--- src/hdl/cllm_pkg.sv ---
`default_nettype none
package cllm_pkg;

    localparam int DEF_POOL_SIZE     = 64;
    localparam int DEF_ELEMENT_WIDTH = 32;

    localparam int CMD_W      = 2;
    localparam int POS_W      = 6;
    localparam int VAL_W      = 32;
    localparam int CNT_W      = 6;
    localparam int PC_W       = 4;
    localparam int IN_DATA_W  = 40;
    localparam int OUT_DATA_W = 64;

    localparam logic [CMD_W-1:0] CMD_CREATE = 2'd0;
    localparam logic [CMD_W-1:0] CMD_INSERT = 2'd1;
    localparam logic [CMD_W-1:0] CMD_FREE   = 2'd2;
    localparam logic [CMD_W-1:0] CMD_READ   = 2'd3;

    localparam logic [1:0] NRA_ZERO  = 2'd0;
    localparam logic [1:0] NRA_RDATA = 2'd1;
    localparam logic [1:0] NRA_POS   = 2'd2;

    localparam logic [1:0] NWA_ZERO = 2'd0;
    localparam logic [1:0] NWA_N    = 2'd1;
    localparam logic [1:0] NWA_POS  = 2'd2;

    localparam logic [1:0] NWD_RDATA = 2'd0;
    localparam logic [1:0] NWD_T     = 2'd1;
    localparam logic [1:0] NWD_N     = 2'd2;
    localparam logic [1:0] NWD_POS   = 2'd3;

    localparam logic PWA_T   = 1'b0;
    localparam logic PWA_N   = 1'b1;
    localparam logic PWD_N   = 1'b0;
    localparam logic PWD_POS = 1'b1;

    localparam logic [1:0] LST_NONE   = 2'd0;
    localparam logic [1:0] LST_CREATE = 2'd1;
    localparam logic [1:0] LST_INSERT = 2'd2;

    localparam logic [1:0] ON_POS  = 2'd0;
    localparam logic [1:0] ON_N    = 2'd1;
    localparam logic [1:0] ON_FAIL = 2'd2;

    localparam logic [1:0] J_NONE   = 2'd0;
    localparam logic [1:0] J_ZERO   = 2'd1;
    localparam logic [1:0] J_CREATE = 2'd2;

    localparam logic [PC_W-1:0] PC_ALLOC      = 4'd0;
    localparam logic [PC_W-1:0] PC_TAKE       = 4'd1;
    localparam logic [PC_W-1:0] PC_UNCHAIN    = 4'd2;
    localparam logic [PC_W-1:0] PC_LINK       = 4'd3;
    localparam logic [PC_W-1:0] PC_INSERT_END = 4'd4;
    localparam logic [PC_W-1:0] PC_CREATE_END = 4'd5;
    localparam logic [PC_W-1:0] PC_FAIL       = 4'd6;
    localparam logic [PC_W-1:0] PC_FREE       = 4'd7;
    localparam logic [PC_W-1:0] PC_FREE_LINK  = 4'd8;
    localparam logic [PC_W-1:0] PC_FREE_END   = 4'd9;
    localparam logic [PC_W-1:0] PC_READ       = 4'd10;
    localparam logic [PC_W-1:0] PC_READ_END   = 4'd11;

    typedef struct packed {
        logic [1:0]      nra;
        logic            nwe;
        logic [1:0]      nwa;
        logic [1:0]      nwd;
        logic            pwe;
        logic            pwa;
        logic            pwd;
        logic            ewe;
        logic            cap_n;
        logic            cap_f;
        logic [1:0]      lst;
        logic [1:0]      onode;
        logic            ostat;
        logic            oread;
        logic [1:0]      jmp;
        logic [PC_W-1:0] target;
        logic            last;
    } ucode_t;

    typedef struct packed {
        ucode_t uc;
        logic   go;
        logic   is_create;
    } ctrl_t;

    typedef struct packed {
        logic rd_zero;
        logic out_free;
    } dp_stat_t;

    function automatic ucode_t ucode_rom(input logic [PC_W-1:0] pc);
        ucode_t w;
        w = '0;
        unique case (pc)
            PC_ALLOC: begin
                w.nra = NRA_ZERO;
            end
            PC_TAKE: begin
                w.nra    = NRA_RDATA;
                w.cap_n  = 1'b1;
                w.jmp    = J_ZERO;
                w.target = PC_FAIL;
            end
            PC_UNCHAIN: begin
                w.cap_f  = 1'b1;
                w.nwe    = 1'b1;
                w.nwa    = NWA_ZERO;
                w.nwd    = NWD_RDATA;
                w.nra    = NRA_POS;
                w.jmp    = J_CREATE;
                w.target = PC_CREATE_END;
            end
            PC_LINK: begin
                w.nwe = 1'b1;
                w.nwa = NWA_N;
                w.nwd = NWD_T;
                w.ewe = 1'b1;
                w.pwe = 1'b1;
                w.pwa = PWA_T;
                w.pwd = PWD_N;
            end
            PC_INSERT_END: begin
                w.nwe   = 1'b1;
                w.nwa   = NWA_POS;
                w.nwd   = NWD_N;
                w.pwe   = 1'b1;
                w.pwa   = PWA_N;
                w.pwd   = PWD_POS;
                w.lst   = LST_INSERT;
                w.onode = ON_N;
                w.last  = 1'b1;
            end
            PC_CREATE_END: begin
                w.nwe   = 1'b1;
                w.nwa   = NWA_N;
                w.nwd   = NWD_N;
                w.pwe   = 1'b1;
                w.pwa   = PWA_N;
                w.pwd   = PWD_N;
                w.lst   = LST_CREATE;
                w.onode = ON_N;
                w.last  = 1'b1;
            end
            PC_FAIL: begin
                w.onode = ON_FAIL;
                w.ostat = 1'b1;
                w.last  = 1'b1;
            end
            PC_FREE: begin
                w.nra = NRA_ZERO;
            end
            PC_FREE_LINK: begin
                w.nwe = 1'b1;
                w.nwa = NWA_POS;
                w.nwd = NWD_RDATA;
            end
            PC_FREE_END: begin
                w.nwe   = 1'b1;
                w.nwa   = NWA_ZERO;
                w.nwd   = NWD_POS;
                w.onode = ON_POS;
                w.last  = 1'b1;
            end
            PC_READ: begin
                w.nra = NRA_POS;
            end
            PC_READ_END: begin
                w.nra   = NRA_POS;
                w.oread = 1'b1;
                w.onode = ON_POS;
                w.last  = 1'b1;
            end
            default: begin
                w.onode = ON_POS;
                w.last  = 1'b1;
            end
        endcase
        return w;
    endfunction

    function automatic logic [PC_W-1:0] entry_pc(input logic [CMD_W-1:0] cmd);
        logic [PC_W-1:0] pc;
        unique case (cmd)
            CMD_CREATE: pc = PC_ALLOC;
            CMD_INSERT: pc = PC_ALLOC;
            CMD_FREE:   pc = PC_FREE;
            CMD_READ:   pc = PC_READ;
            default:    pc = PC_READ;
        endcase
        return pc;
    endfunction

endpackage
`default_nettype wire

--- src/hdl/cursor_linked_list_manager.sv ---
// Cursor linked list manager: one list kept in a pool of POOL_SIZE nodes,
// with a free list headed by node 0.
// Input stream: s_tuser carries the command (create, insert after, free,
// read); s_tdata carries the node position and the value to insert.
// Output stream: one result beat per command, with status, node index,
// read-back element and links, list-empty and is-last flags and the count.
// Each command runs as a short program from the microcode table, one step
// per cycle (the last step waits for a free output register) over three
// pool memories with one read and one write port. The next beat is accepted
// the cycle after the last step, so one command is in flight at a time.
// After reset the pool is initialized in a pass over every node with
// s_tready low; the free list then chains every node and the list is empty.
// When the receiver stalls, a finished result holds in the output register
// while a new command may be taken; that command holds at its last step
// until the output register drains.
`default_nettype none
module cursor_linked_list_manager #(
    parameter int POOL_SIZE     = cllm_pkg::DEF_POOL_SIZE,
    parameter int ELEMENT_WIDTH = cllm_pkg::DEF_ELEMENT_WIDTH
) (
    input  wire logic                               aclk,
    input  wire logic                               aresetn,
    input  wire logic                               s_tvalid,
    output logic                                    s_tready,
    // position[5:0], value[37:6], zero fill [39:38]
    input  wire logic [cllm_pkg::IN_DATA_W-1:0]     s_tdata,
    // command[1:0]
    input  wire logic [cllm_pkg::CMD_W-1:0]         s_tuser,
    output logic                                    m_tvalid,
    input  wire logic                               m_tready,
    // status[0], node_index[6:1], element_value[38:7], prev_node[44:39],
    // next_node[50:45], list_empty[51], position_is_last[52],
    // element_count[58:53], zero fill [63:59]
    output logic [cllm_pkg::OUT_DATA_W-1:0]         m_tdata
);

    cllm_pkg::ctrl_t                ctrl;
    cllm_pkg::dp_stat_t             stat;
    logic                           busy;
    logic                           clearing;
    logic                           start;
    logic                           status;
    logic [cllm_pkg::POS_W-1:0]     node_index;
    logic [cllm_pkg::VAL_W-1:0]     element_value;
    logic [cllm_pkg::POS_W-1:0]     prev_node;
    logic [cllm_pkg::POS_W-1:0]     next_node;
    logic                           list_empty;
    logic                           position_is_last;
    logic [cllm_pkg::CNT_W-1:0]     element_count;

    assign s_tready = ~busy & ~clearing;
    assign start    = s_tvalid & s_tready;

    cllm_seq u_seq (
        .aclk    (aclk),
        .aresetn (aresetn),
        .start   (start),
        .cmd     (s_tuser),
        .stat    (stat),
        .ctrl    (ctrl),
        .busy    (busy)
    );

    cllm_dpath #(
        .POOL_SIZE     (POOL_SIZE),
        .ELEMENT_WIDTH (ELEMENT_WIDTH)
    ) u_dpath (
        .aclk               (aclk),
        .aresetn            (aresetn),
        .start              (start),
        .in_position        (s_tdata[5:0]),
        .in_value           (s_tdata[37:6]),
        .ctrl               (ctrl),
        .m_ready            (m_tready),
        .stat               (stat),
        .clearing           (clearing),
        .m_valid            (m_tvalid),
        .o_status           (status),
        .o_node_index       (node_index),
        .o_element_value    (element_value),
        .o_prev_node        (prev_node),
        .o_next_node        (next_node),
        .o_list_empty       (list_empty),
        .o_position_is_last (position_is_last),
        .o_element_count    (element_count)
    );

    assign m_tdata = {5'b0, element_count, position_is_last, list_empty, next_node,
                      prev_node, element_value, node_index, status};

endmodule
`default_nettype wire

--- src/hdl/cllm_ram.sv ---
`default_nettype none
module cllm_ram #(
    parameter int WIDTH = 8,
    parameter int DEPTH = 64
) (
    input  wire logic                     aclk,
    input  wire logic                     we,
    input  wire logic [$clog2(DEPTH)-1:0] waddr,
    input  wire logic [WIDTH-1:0]         wdata,
    input  wire logic [$clog2(DEPTH)-1:0] raddr,
    output logic      [WIDTH-1:0]         rdata
);

    logic [WIDTH-1:0] mem [DEPTH];

    always_ff @(posedge aclk) begin
        if (we) begin
            mem[waddr] <= wdata;
        end
        rdata <= mem[raddr];
    end

endmodule
`default_nettype wire

--- src/hdl/cllm_seq.sv ---
`default_nettype none
module cllm_seq (
    input  wire logic                        aclk,
    input  wire logic                        aresetn,
    input  wire logic                        start,
    input  wire logic [cllm_pkg::CMD_W-1:0]  cmd,
    input  wire cllm_pkg::dp_stat_t          stat,
    output cllm_pkg::ctrl_t                  ctrl,
    output logic                             busy
);

    logic [cllm_pkg::PC_W-1:0]  pc_reg, pc_next;
    logic                       busy_reg, busy_next;
    logic                       create_reg, create_next;
    cllm_pkg::ucode_t           uc;
    logic                       go;
    logic                       taken;

    always_comb begin
        uc = cllm_pkg::ucode_rom(pc_reg);
        go = busy_reg & (~uc.last | stat.out_free);
        priority case (uc.jmp)
            cllm_pkg::J_ZERO:   taken = stat.rd_zero;
            cllm_pkg::J_CREATE: taken = create_reg;
            default:            taken = 1'b0;
        endcase
    end

    always_comb begin
        pc_next     = pc_reg;
        busy_next   = busy_reg;
        create_next = create_reg;
        if (start) begin
            pc_next     = cllm_pkg::entry_pc(cmd);
            busy_next   = 1'b1;
            create_next = (cmd == cllm_pkg::CMD_CREATE);
        end else if (go) begin
            if (uc.last) begin
                busy_next = 1'b0;
            end else if (taken) begin
                pc_next = uc.target;
            end else begin
                pc_next = pc_reg + 1'b1;
            end
        end
    end

    always_ff @(posedge aclk) begin
        if (!aresetn) begin
            pc_reg     <= cllm_pkg::PC_ALLOC;
            busy_reg   <= 1'b0;
            create_reg <= 1'b0;
        end else begin
            pc_reg     <= pc_next;
            busy_reg   <= busy_next;
            create_reg <= create_next;
        end
    end

    assign ctrl.uc        = uc;
    assign ctrl.go        = go;
    assign ctrl.is_create = create_reg;
    assign busy           = busy_reg;

endmodule
`default_nettype wire

--- src/hdl/cllm_dpath.sv ---
`default_nettype none
module cllm_dpath #(
    parameter int POOL_SIZE     = cllm_pkg::DEF_POOL_SIZE,
    parameter int ELEMENT_WIDTH = cllm_pkg::DEF_ELEMENT_WIDTH
) (
    input  wire logic                        aclk,
    input  wire logic                        aresetn,
    input  wire logic                        start,
    input  wire logic [cllm_pkg::POS_W-1:0]  in_position,
    input  wire logic [cllm_pkg::VAL_W-1:0]  in_value,
    input  wire cllm_pkg::ctrl_t             ctrl,
    input  wire logic                        m_ready,
    output cllm_pkg::dp_stat_t               stat,
    output logic                             clearing,
    output logic                             m_valid,
    output logic                             o_status,
    output logic [cllm_pkg::POS_W-1:0]       o_node_index,
    output logic [cllm_pkg::VAL_W-1:0]       o_element_value,
    output logic [cllm_pkg::POS_W-1:0]       o_prev_node,
    output logic [cllm_pkg::POS_W-1:0]       o_next_node,
    output logic                             o_list_empty,
    output logic                             o_position_is_last,
    output logic [cllm_pkg::CNT_W-1:0]       o_element_count
);

    localparam int AW = $clog2(POOL_SIZE);
    localparam logic [AW-1:0] LAST_IDX = AW'(POOL_SIZE - 1);

    logic [AW-1:0]                     pos_in;
    logic [AW-1:0]                     pos_reg, pos_next;
    logic [cllm_pkg::VAL_W-1:0]        val_reg, val_next;
    logic [AW-1:0]                     n_reg, n_next;
    logic [AW-1:0]                     f_reg, f_next;
    logic [AW-1:0]                     head_reg, head_next;
    logic [AW-1:0]                     last_reg, last_next;
    logic [cllm_pkg::CNT_W-1:0]        count_reg, count_next;
    logic [AW-1:0]                     clr_reg, clr_next;
    logic                              clr_busy_reg, clr_busy_next;
    logic                              valid_reg, valid_next;

    logic                              st_reg, st_next;
    logic [cllm_pkg::POS_W-1:0]        node_reg, node_next;
    logic [cllm_pkg::VAL_W-1:0]        elem_out_reg, elem_out_next;
    logic [cllm_pkg::POS_W-1:0]        prev_out_reg, prev_out_next;
    logic [cllm_pkg::POS_W-1:0]        next_out_reg, next_out_next;
    logic                              empty_reg, empty_next;
    logic                              is_last_reg, is_last_next;
    logic [cllm_pkg::CNT_W-1:0]        cnt_out_reg, cnt_out_next;

    logic                              nxt_we;
    logic [AW-1:0]                     nxt_wa, nxt_wd, nxt_ra, nxt_rd;
    logic                              prv_we;
    logic [AW-1:0]                     prv_wa, prv_wd, prv_rd;
    logic                              elm_we;
    logic [AW-1:0]                     elm_wa;
    logic [ELEMENT_WIDTH-1:0]          elm_wd, elm_rd;
    logic [AW-1:0]                     t_val;
    logic                              emit;
    cllm_pkg::ucode_t                  uc;

    always_comb begin
        pos_in = '0;
        for (int k = 0; k < 64; k++) begin
            if (in_position == cllm_pkg::POS_W'(k)) begin
                pos_in = AW'(k % POOL_SIZE);
            end
        end
    end

    assign uc    = ctrl.uc;
    assign t_val = (pos_reg == '0) ? f_reg : nxt_rd;
    assign emit  = ctrl.go & uc.last;

    always_comb begin
        unique case (uc.nra)
            cllm_pkg::NRA_RDATA: nxt_ra = nxt_rd;
            cllm_pkg::NRA_POS:   nxt_ra = pos_reg;
            default:             nxt_ra = '0;
        endcase
        if (clr_busy_reg) begin
            nxt_we = 1'b1;
            nxt_wa = clr_reg;
            nxt_wd = (clr_reg == LAST_IDX) ? '0 : clr_reg + 1'b1;
            prv_we = 1'b1;
            prv_wa = clr_reg;
            prv_wd = '0;
            elm_we = 1'b1;
            elm_wa = clr_reg;
            elm_wd = '0;
        end else begin
            nxt_we = ctrl.go & uc.nwe;
            unique case (uc.nwa)
                cllm_pkg::NWA_N:   nxt_wa = n_reg;
                cllm_pkg::NWA_POS: nxt_wa = pos_reg;
                default:           nxt_wa = '0;
            endcase
            unique case (uc.nwd)
                cllm_pkg::NWD_T:   nxt_wd = t_val;
                cllm_pkg::NWD_N:   nxt_wd = n_reg;
                cllm_pkg::NWD_POS: nxt_wd = pos_reg;
                default:           nxt_wd = nxt_rd;
            endcase
            prv_we = ctrl.go & uc.pwe;
            prv_wa = (uc.pwa == cllm_pkg::PWA_N) ? n_reg
                   : ((pos_reg == n_reg) ? n_reg : t_val);
            prv_wd = (uc.pwd == cllm_pkg::PWD_POS) ? pos_reg : n_reg;
            elm_we = ctrl.go & uc.ewe;
            elm_wa = n_reg;
            elm_wd = ELEMENT_WIDTH'($unsigned(val_reg));
        end
    end

    cllm_ram #(.WIDTH(AW), .DEPTH(POOL_SIZE)) u_next_ram (
        .aclk  (aclk),
        .we    (nxt_we),
        .waddr (nxt_wa),
        .wdata (nxt_wd),
        .raddr (nxt_ra),
        .rdata (nxt_rd)
    );

    cllm_ram #(.WIDTH(AW), .DEPTH(POOL_SIZE)) u_prev_ram (
        .aclk  (aclk),
        .we    (prv_we),
        .waddr (prv_wa),
        .wdata (prv_wd),
        .raddr (pos_reg),
        .rdata (prv_rd)
    );

    cllm_ram #(.WIDTH(ELEMENT_WIDTH), .DEPTH(POOL_SIZE)) u_elem_ram (
        .aclk  (aclk),
        .we    (elm_we),
        .waddr (elm_wa),
        .wdata (elm_wd),
        .raddr (pos_reg),
        .rdata (elm_rd)
    );

    always_comb begin
        pos_next      = start ? pos_in : pos_reg;
        val_next      = start ? in_value : val_reg;
        n_next        = (ctrl.go & uc.cap_n) ? nxt_rd : n_reg;
        f_next        = (ctrl.go & uc.cap_f) ? nxt_rd : f_reg;
        clr_busy_next = clr_busy_reg & (clr_reg != LAST_IDX);
        clr_next      = clr_busy_reg ? clr_reg + 1'b1 : clr_reg;

        head_next  = head_reg;
        last_next  = last_reg;
        count_next = count_reg;
        if (ctrl.go) begin
            priority case (uc.lst)
                cllm_pkg::LST_CREATE: begin
                    head_next  = n_reg;
                    last_next  = n_reg;
                    count_next = '0;
                end
                cllm_pkg::LST_INSERT: begin
                    if (last_reg == pos_reg) begin
                        last_next = n_reg;
                    end
                    count_next = count_reg + 1'b1;
                end
                default: begin
                end
            endcase
        end

        valid_next    = valid_reg & ~m_ready;
        st_next       = st_reg;
        node_next     = node_reg;
        elem_out_next = elem_out_reg;
        prev_out_next = prev_out_reg;
        next_out_next = next_out_reg;
        empty_next    = empty_reg;
        is_last_next  = is_last_reg;
        cnt_out_next  = cnt_out_reg;
        if (emit) begin
            valid_next = 1'b1;
            st_next    = uc.ostat;
            unique case (uc.onode)
                cllm_pkg::ON_N:    node_next = cllm_pkg::POS_W'(n_reg);
                cllm_pkg::ON_FAIL: node_next = ctrl.is_create ? '0
                                                              : cllm_pkg::POS_W'(pos_reg);
                default:           node_next = cllm_pkg::POS_W'(pos_reg);
            endcase
            if (uc.oread) begin
                elem_out_next = cllm_pkg::VAL_W'($signed(elm_rd));
                prev_out_next = cllm_pkg::POS_W'(prv_rd);
                next_out_next = cllm_pkg::POS_W'(nxt_rd);
            end else begin
                elem_out_next = '0;
                prev_out_next = '0;
                next_out_next = '0;
            end
            empty_next   = (head_next == last_next);
            is_last_next = (last_next == pos_reg);
            cnt_out_next = count_next;
        end
    end

    always_ff @(posedge aclk) begin
        if (!aresetn) begin
            head_reg     <= '0;
            last_reg     <= '0;
            count_reg    <= '0;
            clr_reg      <= '0;
            clr_busy_reg <= 1'b1;
            valid_reg    <= 1'b0;
        end else begin
            head_reg     <= head_next;
            last_reg     <= last_next;
            count_reg    <= count_next;
            clr_reg      <= clr_next;
            clr_busy_reg <= clr_busy_next;
            valid_reg    <= valid_next;
        end
    end

    always_ff @(posedge aclk) begin
        pos_reg      <= pos_next;
        val_reg      <= val_next;
        n_reg        <= n_next;
        f_reg        <= f_next;
        st_reg       <= st_next;
        node_reg     <= node_next;
        elem_out_reg <= elem_out_next;
        prev_out_reg <= prev_out_next;
        next_out_reg <= next_out_next;
        empty_reg    <= empty_next;
        is_last_reg  <= is_last_next;
        cnt_out_reg  <= cnt_out_next;
    end

    assign stat.rd_zero        = (nxt_rd == '0);
    assign stat.out_free       = ~valid_reg | m_ready;
    assign clearing            = clr_busy_reg;
    assign m_valid             = valid_reg;
    assign o_status            = st_reg;
    assign o_node_index        = node_reg;
    assign o_element_value     = elem_out_reg;
    assign o_prev_node         = prev_out_reg;
    assign o_next_node         = next_out_reg;
    assign o_list_empty        = empty_reg;
    assign o_position_is_last  = is_last_reg;
    assign o_element_count     = cnt_out_reg;

endmodule
`default_nettype wire

--- config.mk ---
export PLATFORM = sky130hd
export DESIGN_NAME = cursor_linked_list_manager
export DESIGN_NICKNAME = d
export VERILOG_FILES = /design/src/hdl/cllm_pkg.sv /design/src/hdl/cursor_linked_list_manager.sv /design/src/hdl/cllm_ram.sv /design/src/hdl/cllm_seq.sv /design/src/hdl/cllm_dpath.sv
export SDC_FILE = /design/constraint.sdc
export NUM_CORES = 2
export LEC_CHECK = 0
export ABC_AREA = 1
export BUFFER_PORTS_ARGS = -buffer_cell sky130_fd_sc_hd__buf_2
export CAP_MARGIN = 20
export CORE_ASPECT_RATIO = 1.1
export CORE_MARGIN = 1
export CORE_UTILIZATION = 63
export CTS_CLUSTER_DIAMETER = 80
export DETAILED_ROUTE_END_ITERATION = 6
export GPL_ROUTABILITY_DRIVEN = 1
export HOLD_SLACK_MARGIN = 0.12
export PLACE_DENSITY = 0.79
export SYNTH_ARGS = -nofsm -noshare
export SYNTH_HDL_FRONTEND = slang
export SYNTH_SLANG_ARGS = --single-unit
export TNS_END_PERCENT = 20
--- constraint.sdc ---
create_clock -name aclk -period 6.35 [get_ports aclk]
set_input_delay 0 -clock aclk [delete_from_list [all_inputs] [get_ports aclk]]
set_output_delay 0 -clock aclk [all_outputs]
set_load 0.005 [all_outputs]
-- Word level (Yosys, flattened, before mapping)
Memories as Yosys holds them, arrays and structs flattened. A register that Yosys moved wholly into a read port is not among the register bits.
Index checks and enable logic that the tools add are counted.
- register bits after elaboration: 141
- bits in writable memories: 2816
- output and inout bits: 66
- memories kept: 3
- memory list (memory ; depth ; bits a word ; read ports ; clocked after Yosys merged registers in ; write ports ; RTL line ; source):
    u_dpath.u_elem_ram.mem ; 64 ; 32 ; 1 ; 1 ; 1 ; cllm_ram.sv:14 ; logic [WIDTH-1:0] mem [DEPTH];
    u_dpath.u_next_ram.mem ; 64 ; 6 ; 1 ; 1 ; 1 ; cllm_ram.sv:14 ;
    u_dpath.u_prev_ram.mem ; 64 ; 6 ; 1 ; 1 ; 1 ; cllm_ram.sv:14 ;
- $add $sub $neg: 3
- equality and inequality tests: 97
- mux-type cells: 116
- bitwise operators: 17
- reduce and logical (&&, ||, !) cells: 17
- operator list (kind ; count):
    $mux 6 ; 46
    $eq 6x6->1 const B ; 33
    $eq 6x5->1 const B ; 16
    $mux 5 ; 16
    $pmux 6 s2 ; 6
    $eq 6x4->1 const B ; 8
    $mux 4 ; 12
    $mux 32 ; 1
    $reduce_or 32->1 ; 1
    $pmux 5 s6 ; 1
    $eq 6x3->1 const B ; 4
    $eq 6x6->1 ; 4
    $mux 1 ; 21
    $eq 2x2->1 const B ; 9
    $pmux 6 s3 ; 1
    $eq 4x3->1 const B ; 4
    $eq 4x4->1 const B ; 4
    $reduce_or 16->1 ; 1
    $eq 2x1->1 const B ; 7
    $add 6x1->6 const B ; 2
    $eq 6x2->1 const B ; 2
    $logic_not 6->1 ; 2
    $mux 3 ; 4
    $pmux 2 s2 ; 3
    22 further kinds ; 42

-- Depth between registers and ports, before layout
- depth in word-level cells: 63
- mapped depth: 23
- gate-level depth less buffers: 23

-- By module
Synthesis repeated with hierarchy kept, for this count alone.
- cell total of the unflattened synthesis: 10396
- area, all modules: 121845.6 um^2
- modules (own cells, without submodules) (module ; times used ; cells each ; area each (um^2) ; sequential area each (um^2)):
    cllm_ram at u_dpath.u_elem_ram ; 1 ; 6769 ; 82738.1 ; 62139.6
    cllm_ram at u_dpath.u_next_ram ... ; 2 ; 1376 ; 15930.3 ; 11651.2
    cllm_dpath ; 1 ; 740 ; 6442.4 ; 3793.6
    cllm_seq ; 1 ; 120 ; 713.2 ; 120.1
    cursor_linked_list_manager ; 1 ; 15 ; 91.3 ; 0.0

-- Least setup slack after synthesis
OpenSTA, ideal clock, no wires.
- kind: register to register
- from: reg u_seq.pc_reg[0] (netlist bit)
- to: mem u_dpath.u_prev_ram.mem[0][2] (netlist bit) (data pin)
- setup time: 0.721 ns
- arrival: 4.397 ns
- required time: 5.629 ns
- setup slack: 1.232 ns
- stages on the path, launching flop included: 12
- path buffers: 1
- clock period less this slack: 5.118 ns
- cells stage by stage: dfxtp_1 -> inv_1 -> ha_1 -> inv_1 -> nor2_1 -> inv_1 -> ha_1 -> inv_1 -> o21ai_0 -> clkbuf_1 -> nor2_1 -> a211oi_1
- cells in the longest elaborated chain, start to end: 4
- elaborated cells between the ends (all ways): 6
- ends and longest elaborated chain (item ; RTL line ; source):
    start, declared ; cllm_seq.sv:12 ; logic [cllm_pkg::PC_W-1:0] pc_reg, pc_next;
    start signal, assigned ; cllm_seq.sv:50 ; pc_reg <= cllm_pkg::PC_ALLOC;
    start signal, assigned ; cllm_seq.sv:54 ; pc_reg <= pc_next;
    $eq 4x3->1 or $eq 4x2->1 (tied branches) ; cllm_pkg.sv:97 ; unique case (pc)
    $pmux 3 s3 * ; cllm_pkg.sv:97 ;
    $mux 6 * ; cllm_dpath.sv:106 ; prv_wd = (uc.pwd == cllm_pkg::PWD_POS) ? pos_reg : n_reg;
    $mux 6 * ; cllm_dpath.sv:80 ; if (clr_busy_reg) begin
    net u_dpath.prv_wd[2] ; cllm_dpath.sv:53 ; logic [AW-1:0] prv_wa, prv_wd, prv_rd;
    end, declared ; cllm_ram.sv:14 ;
The timed path passes the listed nets; every way through them passes the cells marked *.

-- Worst setup path after layout
- from: reg u_seq.pc_reg[0] (netlist bit)
- to: mem u_dpath.u_elem_ram.mem[22][27] (netlist bit) (enable)
- cells in the longest elaborated chain, start to end: 8
- elaborated cells between the ends (all ways): 15
- ends and longest elaborated chain (item ; RTL line ; source):
    $eq 4x3->1 (tied with other cells) ; cllm_pkg.sv:97 ;
    $reduce_or 7->1 (no source line) ; - ;
    $or 1x1->1 ; cllm_seq.sv:21 ; go = busy_reg & (~uc.last | stat.out_free);
    $and 1x1->1 ; cllm_seq.sv:21 ;
    $and 1x1->1 * ; cllm_dpath.sv:107 ; elm_we = ctrl.go & uc.ewe;
    $mux 1 * ; cllm_dpath.sv:80 ;
    $mux 1 * ; cllm_ram.sv:17 ; if (we) begin
    $mux 1 (implied by the code) * ; cllm_ram.sv:18 ; mem[waddr] <= wdata;
    end, declared ; cllm_ram.sv:14 ;
Every way passes the cells marked *; elsewhere a longest branch is shown, timed or not.

==> flow_metrics.env <==
export IMPL_synth_edff_count=2925
export IMPL_drv_slew=0
export IMPL_drt_iter0_drc=12600
export IMPL_required_ns=6.96
export IMPL_grt_antenna_before_repair=9
export IMPL_wl_um=329000
export IMPL_die_h_um=461
export IMPL_netlist_area_sq_um=121000
export IMPL_via_per_inst=6.58
export IMPL_dp_hpwl_um=174000
export IMPL_wl_per_cell_um=26.7
export IMPL_grt_pass1_wl_um=479000
export IMPL_fillerInstances=11900
export IMPL_finClkSkew_ns=0.0536
export IMPL_regArea_sq_um=89400
export IMPL_ys_top_cells_by_area="edfxtp_1 73%, o21ai_0 4.3%, nand2_1 4.1%"
export IMPL_numCtsBuffers=299
export IMPL_critPathCaptureType="flop"
export IMPL_fin_nets=9640
export IMPL_worst_pin_slew_ns=1.23
export IMPL_drc=22
export IMPL_fin_crit_sh_pct=76.9
export IMPL_place_congestion=0.914
export IMPL_synth_xor_area_share_pct=0.0290
export IMPL_hold_viol_final=0
export IMPL_synth_mux_area_share_pct=0.972
export IMPL_async_reset_ff_share_pct=0
export IMPL_ys_types=57
export IMPL_clkLatencyLatePin_ns=0.95
export IMPL_multi_input_area_sq_um=27700
export IMPL_yosys_area_share_simple_pct=10.7
export IMPL_postCtsHoldBufs=88
export IMPL_rsz0062_at_grt="no"
export IMPL_die_w_um=419
export IMPL_p_total_mw=39.3
export IMPL_final_setup_worst_slack_ns=1.47
export IMPL_synth_cells=9487
export IMPL_worst_slew_margin_rel_pct=18.0
export IMPL_largest_reg_flops=2048
export IMPL_clk_path_buf_depth=4
export IMPL_grt_max_degree=180
export IMPL_io_pins=112
export IMPL_cts_root_buf="clkbuf_16"
export IMPL_fp_row_count=168
export IMPL_cts_setup_buffers=0
export IMPL_synth_top_family_by_area="simple AND/OR/NAND/NOR gates"
export IMPL_dp_cells=11700
export IMPL_cts_resized=0
export IMPL_leakagePower_nw=46.5
export IMPL_p_per_area_nw_per_um2=292
export IMPL_largest_register="u_dpath.u_elem_ram.mem"
export IMPL_dp_worst_setup_slack_ns=1.38
export IMPL_port_buffers=104
export IMPL_dr_pass1_iters=7
export IMPL_ys_seq_area_share_pct=74.1
export IMPL_critPathKind="reg2reg"
export IMPL_peakVddDrop_v=0.000279
export IMPL_timing_fmax_mhz=205
export IMPL_setup_viol=0
export IMPL_status="finished with violations"
export IMPL_grt_remaining_overflow=0
export IMPL_cp_start_kind="flop"
export IMPL_cts_num_sinks=3001
export IMPL_clkTransAtPathRegs_ns=0.06
export IMPL_stdcell_count=12400
export IMPL_top_regs="u_dpath.u_elem_ram.mem: 2048 flops, u_dpath.u_next_ram.mem: 384 flops, u_dpath.u_prev_ram.mem: 384 flops"
export IMPL_violations="design-rule violations"
export IMPL_cp_arrival_ns=5.50
export IMPL_cts_tree="built"
export IMPL_period_minus_slack_ns=4.88
export IMPL_yosys_register_bits=3001
export IMPL_yosysWarnings=0
export IMPL_synth_main_ff_cell="edfxtp_1"
export IMPL_die_area_sq_um=193000
export IMPL_synth_compound_area_share_pct=10.4
export IMPL_critical_path_max_fanout=24
export IMPL_core_area_sq_um=190000
export IMPL_syn_to_final_growth_pct=11.6
export IMPL_drive_above_1_share_pct=9.72
export IMPL_ant_nets=0
export IMPL_yosysTopAreaCellShare_pct=72.8
export IMPL_synth_fa_ha_area_share_pct=0.197
export IMPL_avgSynthCellArea_sq_um=12.7
export IMPL_hp_class="in2reg"
export IMPL_grtUsageTotal_pct=33.6
export IMPL_initial_core_util_pct=63.3
export IMPL_htree_levels=5
export IMPL_via_count=81300
export IMPL_grt_pass1_vias=78400
export IMPL_cap_viol_max_count=0
export IMPL_fin_hold_ws_ns=0.295
export IMPL_synth_largest_area_cell="edfxtp_1"
export IMPL_setup_tns_ns=0
[path summary, 6_finish.rpt]
kind / from / cells after the start / slack, ns / to
setup / recovery: u_seq.pc_reg[0]$_SDFFE_PN0P_ / 15 / 1.47 / u_dpath.u_elem_ram.mem[22][27]$_DFFE_PP_
hold / removal: s_tdata[14] / 3 / 0.29 / u_dpath.val_reg[8]$_DFFE_PP_
hold reg to reg: u_dpath.clr_reg[4]$_SDFFE_PN0P_ / 2 / 0.50 / u_dpath.clr_reg[4]$_SDFFE_PN0P_
setup reg to reg: u_seq.pc_reg[0]$_SDFFE_PN0P_ / 15 / 1.47 / u_dpath.u_elem_ram.mem[22][27]$_DFFE_PP_
[through the flow]
step                util [%]  instance area, sq um
finish                  70.7                135000
global route            70.7                135000
global placement        65.2                124000
floorplan                  -                121000
detailed placement      65.2                124000
CTS                     70.7                135000
[Yosys cell counts (33+ instances only)]
library cell	number
o211ai_1	200
dfxtp_1	76
o21ai_0	1037
a21oi_1	288
buf_2	250
inv_1	401
o22ai_1	410
edfxtp_1	2925
nor3_1	33
buf_1	61
o21ai_1	49
o221ai_1	89
mux2i_1	116
clkbuf_1	260
nand2_1	1304
nor2_1	1275
nand3_1	411
[area by class of cell]
| cell class | count | share of cell area (%) |
|---|---|---|
| flip-flops and latches | 3001 | 66.4 |
| well taps | 2550 | 2.37 |
| diodes | 6 | 0.0112 |
| clock inverters | 140 | 1.03 |
| clock buffers | 382 | 6.02 |
| inverters | 429 | 1.22 |
| repair buffers | 397 | 2.37 |
| multi-input cells | 5447 | 20.6 |
[cells by family (layout without fill, tap and decap cells)]
family,count (synthesis),after routing
other,1,11
and+or+nand+nor,3136,3136
muxes,117,117
xor gates and xnor gates,4,4
DFF,3001,3001
AOI/OAI and AO/OA,2166,2166
buffers and inverters,1043,1348
adders and majority gates,19,19
[cells in the final DEF, fill, tap and decap left out, types with 50 or more instances in the layout]
cell type	Yosys	layout
a21oi_1	288	286
buf_2	250	104
buf_4	32	182
clkbuf_1	260	63
clkbuf_16	0	308
dfxtp_1	76	75
dlygate4sd3_1	0	88
edfxtp_1	2925	2925
inv_1	401	399
mux2i_1	116	116
nand2_1	1304	1301
nand3_1	411	411
nor2_1	1275	1177
nor2_4	7	106
o211ai_1	200	200
o21ai_0	1037	1032
o21ai_1	49	50
o221ai_1	89	89
o22ai_1	410	409
[worst max-delay path: stages, from the launching register on]
cell and delay [ns]:
dfxtp_1 0.35, inv_1 0.11, ha_1 0.18, inv_1 0.08, nor2_1 0.20, inv_1 0.13, ha_1 0.19, inv_1 0.07
a21oi_1 0.05, nand4_1 0.13, nand2_1 0.22, o21ai_2 0.60, nand4_1 0.68, buf_4 0.43, nor2_4 0.80, buf_4 0.35
[where the power goes]
group / internal, mW / total [mW] / switching (mW) / leakage [nW]
sequential: 21.6 / 21.6 / 0.0327 / 27.3
clock: 10.1 / 17.3 / 7.23 / 4.61
combinational: 0.102 / 0.381 / 0.279 / 14.6
[layer usage]
metal / vias up / wire length, um / track usage [%]
met1: 39000 / 114000 / 44.3
li1: 34700 / - / -
met3: 1137 / 45700 / 8.57
met2: 6480 / 152000 / 52.2
met4: 6 / 18100 / 17.2
met5: - / 43 / 0
No activity file was read; power rests on OpenSTA's default activity.
